### config.mk
export PLATFORM = sky130hd
export DESIGN_NAME = sfl_cell
export DESIGN_NICKNAME = d
export VERILOG_FILES = /design/src/hdl/sfl_pkg.sv /design/src/hdl/sfl_cell.sv
export SDC_FILE = /design/constraint.sdc
export NUM_CORES = 1
export LEC_CHECK = 0
export BUFFER_PORTS_ARGS = -buffer_cell sky130_fd_sc_hd__buf_2
export CAP_MARGIN = 20
export CORE_ASPECT_RATIO = 0.7
export CORE_UTILIZATION = 44
export DETAILED_ROUTE_END_ITERATION = 6
export PLACE_DENSITY = 0.84
export SLEW_MARGIN = 20
export SYNTH_ARGS = -nofsm -noshare
export SYNTH_HDL_FRONTEND = slang
export SYNTH_SLANG_ARGS = --single-unit
### constraint.sdc
create_clock -name clock -period 5.9 [get_ports clock]
set_input_delay 0.295 -clock clock [delete_from_list [all_inputs] [get_ports clock]]
set_output_delay 0.295 -clock clock [all_outputs]
set_load 0.01 [all_outputs]
### src/hdl/sfl_pkg.sv
// ----------------------------------------------------------------------------
// Sorted symbol frequency list: shared package
// Sizes, payload structs, inter-cell link and control structs, state codes
// and the count clamp used on the result port.
// ----------------------------------------------------------------------------
package sfl_pkg;

   localparam int ALPHABET_SIZE  = 256;
   localparam int COUNT_BITS     = 32;
   localparam int SYMBOL_BITS    = 8;
   localparam int RANK_BITS      = 8;
   localparam int OUT_COUNT_BITS = 32;
   localparam int DISTINCT_BITS  = 9;
   localparam int IDX_W          = (ALPHABET_SIZE > 1) ? $clog2(ALPHABET_SIZE) : 1;
   localparam int TOTAL_W        = $clog2(ALPHABET_SIZE + 1);
   localparam int SYM_CMP_W      = SYMBOL_BITS + 1;

   localparam logic ACT_COUNT = 1'b0;
   localparam logic ACT_READ  = 1'b1;

   typedef logic [COUNT_BITS-1:0]  count_type;
   typedef logic [SYMBOL_BITS-1:0] sym_type;
   typedef logic [IDX_W-1:0]       idx_type;
   typedef logic [TOTAL_W-1:0]     total_type;

   localparam count_type COUNT_MAX = '1;

   typedef struct packed {
      logic                 action;
      logic [7:0]           symbol;
      logic [7:0]           rank;
   } req_type;

   typedef struct packed {
      logic [7:0]           out_symbol;
      logic [31:0]          out_count;
      logic [7:0]           out_rank;
      logic                 entry_valid;
      logic [8:0]           distinct_symbols;
   } rsp_type;

   typedef struct packed {
      sym_type   sym;
      count_type cnt;
      logic      ge;
      logic      valid;
   } link_type;

   typedef struct packed {
      logic      enable;
      logic      sat;
      idx_type   pos;
      sym_type   new_sym;
      count_type new_cnt;
   } update_type;

   typedef enum logic {
      ST_IDLE,
      ST_UPDATE
   } state_type;

   localparam link_type LINK_HEAD = '{sym: '0, cnt: '0, ge: 1'b1, valid: 1'b1};
   localparam link_type LINK_TAIL = '{sym: '0, cnt: '0, ge: 1'b0, valid: 1'b0};

   function automatic logic [OUT_COUNT_BITS-1:0] clamp_count(input count_type c);
      logic [OUT_COUNT_BITS-1:0] r;
      r = OUT_COUNT_BITS'(c);
      if ((c >> OUT_COUNT_BITS) != '0) begin
         r = '1;
      end
      return r;
   endfunction

endpackage

### src/hdl/sfl_cell.sv
// ----------------------------------------------------------------------------
// Sorted symbol frequency list: list cell
// Holds one ranked entry, matches it against a lookup and takes part in the
// remove and reinsert shift by pulling from a neighbor or taking the new entry.
// ----------------------------------------------------------------------------
module sfl_cell (
   input  logic                clock,
   input  sfl_pkg::idx_type    cell_index,
   input  sfl_pkg::total_type  total,
   input  sfl_pkg::req_type    lookup,
   input  sfl_pkg::update_type upd,
   input  sfl_pkg::link_type   left_link,
   input  sfl_pkg::link_type   right_link,
   output sfl_pkg::link_type   link_out,
   output logic                match,
   output logic                take_new
);
   import sfl_pkg::*;

   sym_type   sym_ff, sym_in;
   count_type cnt_ff, cnt_in;
   logic      valid;
   logic      ge_self;
   logic      at_m, le_m, ge_m;
   logic      take_left, take_right;

   always_comb begin
      valid   = TOTAL_W'(cell_index) < total;
      ge_self = cnt_ff >= upd.new_cnt;
      at_m    = cell_index == upd.pos;
      le_m    = cell_index <= upd.pos;
      ge_m    = cell_index >= upd.pos;

      if (lookup.action == ACT_READ) begin
         match = valid && (RANK_BITS'(cell_index) == lookup.rank);
      end else begin
         match = valid && (sym_ff == lookup.symbol);
      end

      take_left  = 1'b0;
      take_right = 1'b0;
      take_new   = 1'b0;
      if (upd.enable) begin
         if (!upd.sat) begin
            take_left = le_m && !left_link.ge;
            take_new  = le_m && left_link.ge && (at_m || !ge_self);
         end else begin
            take_right = ge_m && right_link.valid && right_link.ge;
            take_new   = ge_m && !take_right && (at_m || (valid && ge_self));
         end
      end

      sym_in = sym_ff;
      cnt_in = cnt_ff;
      if (take_new) begin
         sym_in = upd.new_sym;
         cnt_in = upd.new_cnt;
      end else if (take_left) begin
         sym_in = left_link.sym;
         cnt_in = left_link.cnt;
      end else if (take_right) begin
         sym_in = right_link.sym;
         cnt_in = right_link.cnt;
      end

      link_out = '{sym: sym_ff, cnt: cnt_ff, ge: ge_self, valid: valid};
   end

   always_ff @(posedge clock) begin
      sym_ff <= sym_in;
      cnt_ff <= cnt_in;
   end

endmodule

# Word-level counts from Yosys, hierarchy flattened
# Index checks and enable logic that the tools add are counted.
# Widths: inputs -> output; s select.
# classes
n_lt_le_gt_ge	4
eq_ne	3
muxes	13
n_reduce_logical	16
# op_table
operator	n
$mux 32	3
$ge 32x32->1	1
$eq 8x8->1	3
$mux 8	3
$logic_and 1x1->1	10
$lt 8x9->1	1
$ge 8x8->1	1
$le 8x8->1	1
$mux 1	7
$logic_not 1->1	3
$reduce_bool 3->1	1
$logic_or 1x1->1	2
# totals
ff_bits	40
inputBits	169

# Depth between registers and ports, before layout
# logic_depth
ltp_word	9
depth_mapped	12
mapped_depth_nobuf	10

# Worst setup path before layout
# No wires, ideal clock.
# synth_path
path_type	reg-to-reg
from	register cnt_ff[11]
to	register cnt_ff[0] (enable)
setup_ps	456
t_arrival_ps	3880
t_required_ps	5444
setup_slack_ps	1564
path_stages_with_launch	8
path_buffers	0
synth_period_minus_slack_ps	4336
path_cell_list	edfxtp_1 ha_1 nand4_1 or4_1 a311oi_2 or2_1 a211oi_2 o221ai_1
# synth_via
elab_chain_cells	7
# synth_lines
item	line_no	source
start, declared	sfl_cell.sv:21	count_type cnt_ff, cnt_in;
start signal, assigned	sfl_cell.sv:71	cnt_ff <= cnt_in;
$ge 32x32->1 (*)	sfl_cell.sv:29	ge_self = cnt_ff >= upd.new_cnt;
named net ge_self	sfl_cell.sv:23	logic ge_self;
$logic_not 1->1 or $logic_and 1x1->1 (tied branches)	sfl_cell.sv:46, sfl_cell.sv:49	
$logic_or 1x1->1, on equally long branches	sfl_cell.sv:46, sfl_cell.sv:49	
$logic_and 1x1->1, on equally long branches	sfl_cell.sv:46, sfl_cell.sv:49	
$mux 1 (*)	sfl_cell.sv:44	if (!upd.sat) begin
$mux 1 (*)	sfl_cell.sv:43	if (upd.enable) begin
$reduce_bool 3->1 (no line) (*)	--	
# Mark *: on every way through the listed nets, which the timed path passes. The rest lies on a longest branch.
# A chain may end at the register's enable or synchronous reset.

# Worst setup path in the final report
# layout_path
from	register cnt_ff[30]
to	register cnt_ff[22], data pin
# layout_via
elab_chain_cells	7
# layout_lines
item	line_no	source
$ge 32x32->1 (*)	sfl_cell.sv:29	
$logic_not 1->1 or $logic_and 1x1->1 (tied branches)	sfl_cell.sv:46, sfl_cell.sv:49	
$logic_or 1x1->1, on equally long branches	sfl_cell.sv:46, sfl_cell.sv:49	
$logic_and 1x1->1, on equally long branches	sfl_cell.sv:46, sfl_cell.sv:49	
$mux 1 (*)	sfl_cell.sv:44	
$mux 1 (*)	sfl_cell.sv:43	
$mux 32 (*)	sfl_cell.sv:55	if (take_new) begin
named net cnt_in[22]	sfl_cell.sv:21	
# Marked as above.

==> flow_summary.json <==
{
  "setup.worst_path.start_class": "flip-flop",
  "drive_above_1_share_pct": 44.3,
  "drc_errors": 0,
  "dieArea_um2": 8520,
  "crit_path_end_kind": "flip-flop",
  "ys_warn_count": 0,
  "postCtsHoldBufs": 0,
  "dpl.hpwl_mm": 7.76,
  "swShare_pct": 28.7,
  "setup_slack_ns": 1.98,
  "fin_skew_ns": 0.00957,
  "synth_top_family_by_area": "multiplexers",
  "ios": 213,
  "hold_slack_ns": 0.322,
  "dp_cells": 645,
  "finalSetupViolations": 0,
  "first_global_vias": 3284,
  "comb_power_share_pct": 31.1,
  "clockBufferDepth": 2,
  "dr.pass1.iters": 5,
  "ff2ff_setup_slack_ns": 1.98,
  "insertion_delay_ns": 0.28,
  "vias": 3291,
  "synth_fa_ha_area_share_pct": 16.4,
  "overflow": 0,
  "io_buffer_count": 211,
  "use_met3_pct": 4.54,
  "grt_use_met1_pct": 25.3,
  "slew_headroom_pct": 35.4,
  "grt_antenna_before_repair": 0,
  "drv_slew": 0,
  "status": "finished clean",
  "cts.sinks": 40,
  "avgRoutedWirePerCell_um": 14.2,
  "max_freq_mhz": 255,
  "grt_pass1_wl_mm": 14.4,
  "final_util_pct": 62.0,
  "ys_ff_latch": 40,
  "synth_mux_area_share_pct": 23.8,
  "cts_resized": 0,
  "coreArea_um2": 7870,
  "cp.arrival_ns": 4.03,
  "grt_max_degree": 41,
  "crit_required_ns": 6.01,
  "tns_ns": 0,
  "die_height_um": 77.5,
  "viasPerCell": 5.05,
  "cts_buffers": 5,
  "syn_avg_cell_area_um2": 10.5,
  "die_w_um": 110,
  "num_rows": 27,
  "intPower_uw": 641,
  "synth_compound_area_share_pct": 7.99,
  "vdd_drop_max_v": 0.000109,
  "hp-class": "primary input to flip-flop",
  "clk_pin_slew_ns": 0.06,
  "synth_area_um2": 3590,
  "syn_nets": 557,
  "seq_area_frac_synth_pct": 33.5,
  "tritoncts": "done",
  "powerDensity_nw_per_um2": 184,
  "stdcell_count": 652,
  "synth_ff_type": "edfxtp_1",
  "grt_util_all_layers_pct": 21.6,
  "pre_cts_slack_ns": 1.97,
  "nets": 767,
  "area_growth_pct": 36.0,
  "postCtsSetupRepairBufs": 0,
  "synth_edf_count": 40,
  "ctsHtreeMaxLevel": 2,
  "initial_utilization_pct": 45.6,
  "place.gp.congestion": 0.786,
  "power_frac_clock_pct": 28.7,
  "dr.first_iter.drc_count": 95,
  "yosys.area_share.simple_pct": 7.39,
  "use_met2_pct": 40.2,
  "detail-route-antenna-nets": 0,
  "synthCells": 341,
  "final_hold_viol_count": 0,
  "crit_fanout": 24,
  "max_cap_viol_count": 0,
  "synthXorXnorAreaFrac_pct": 3.91,
  "synth.distinct_cells": 37,
  "diodes": 0,
  "async_flop_share_pct": 0,
  "p_leak_nw": 2.56,
  "grt_busiest_layer": "met2",
  "finalWirelength_mm": 9.24,
  "period_needed_ns": 3.92,
  "clock-root-buffer": "clkbuf_16",
  "seqPwrFrac_pct": 40.2,
  "rsz0062_at_grt": "false",
  "post-route-period-util_pct": 66.4,
  "worst_slew_pin_slew_ns": 0.967,
  "path_class": "flip-flop to flip-flop",
  "p_switching_uw": 258
}
-- stage by stage --
stage	power (mW)	cell area, um^2
6_report	0.899	4880
5_1_grt	0.958	4880
4_1_cts	0.912	4880
3_5_place_dp	0.648	4740
3_3_place_gp	0.635	4740
2_1_floorplan	0.532	3590
-- path summary, 6_finish.rpt --
check                        from              endpoint  cells past startpoint
max          cnt_ff[30]$_DFFE_PP_  cnt_ff[22]$_DFFE_PP_                     10
min                       upd[34]   sym_ff[2]$_DFFE_PP_                      2
max reg2reg  cnt_ff[30]$_DFFE_PP_  cnt_ff[22]$_DFFE_PP_                     10
min reg2reg  cnt_ff[31]$_DFFE_PP_  cnt_ff[26]$_DFFE_PP_                      7
-- layout by cell type, fill, tap and decap left out, types with 2 or more instances in the layout --
master and instances:
a211oi_1 3, a21oi_1 21, a31oi_1 2, buf_2 211
buf_4 3, clkbuf_16 5, edfxtp_1 40, ha_1 47
inv_1 48, mux2_2 10, mux2_4 8, mux2i_1 62
nand2_1 13, nand2b_1 2, nand3_1 4, nand4_1 8
nor2_1 10, nor2b_1 2, nor3_1 3, nor4_1 4
o21a_1 2, o21ai_0 12, xnor2_1 12, xor2_1 4
-- synth_stat cells, types with 2 or more instances --
master	count	share of area [%]
nor2b_1	2	0.35
nor3_1	3	0.42
buf_4	5	1.0
o21a_1	2	0.42
edfxtp_1	40	33
mux2i_1	62	17
nand4_1	8	1.4
nand2b_1	3	0.52
xor2_1	4	0.98
a21oi_1	21	2.9
o21ai_0	12	1.7
nand2_1	13	1.4
mux2_2	10	3.1
a211oi_1	3	0.63
ha_1	47	16
xnor2_1	12	2.9
buf_2	4	0.56
nand3_1	4	0.56
nor2_1	10	1.0
mux2_4	8	3.3
a31oi_1	2	0.35
inv_1	48	5.0
nor4_1	4	0.70
-- metal layers --
metal  part of all wire (%)  routed length [um]
met1                     42                3900
met2                     50                4600
met3                    7.2                 665
met4                   0.87                  80
met5                      0                   0
-- registers in the layout (all words and copies together), names as in the netlist --
name and cells:
cnt_ff 32, sym_ff 8
-- logic make-up (layout without fill, tap and decap cells) --
group,after synthesis,after routing
multiplexers,80,80
adder cells (fa/ha/maj),47,47
buffers and inverters,59,269
flip-flops,40,40
AO/OA/AOI/OAI,47,47
XOR/XNOR,16,16
AND/OR/NAND/NOR,52,52
-- cell type report --
class | instances | area, um^2
clock inverter | 2 | 12.5
multi-input combinational | 242 | 2150
fill | 672 | 2990
clock buffer | 5 | 125
inverter | 48 | 180
timing repair buffer | 214 | 1080
tap | 101 | 126
sequential | 40 | 1200
-- critical path: stages (launching register included) --
cell      delay (ns)
edfxtp_1        0.41
ha_1            0.33
nand4_1         0.11
nor4_1          0.54
o21ai_0         0.26
a311oi_2        0.32
or2_1           0.18
a211oi_2        0.12
nor2_4          0.77
buf_4           0.45
mux2i_1         0.25
-- power by group through the flow --
stage,sequential [mW],combinational [mW],clock [mW]
2_1_floorplan,0.378,0.153,0
3_3_place_gp,0.366,0.270,0
3_5_place_dp,0.367,0.281,0
4_1_cts,0.361,0.283,0.269
5_1_grt,0.363,0.314,0.280
6_report,0.361,0.280,0.258
(Power assumes the default switching activity.)
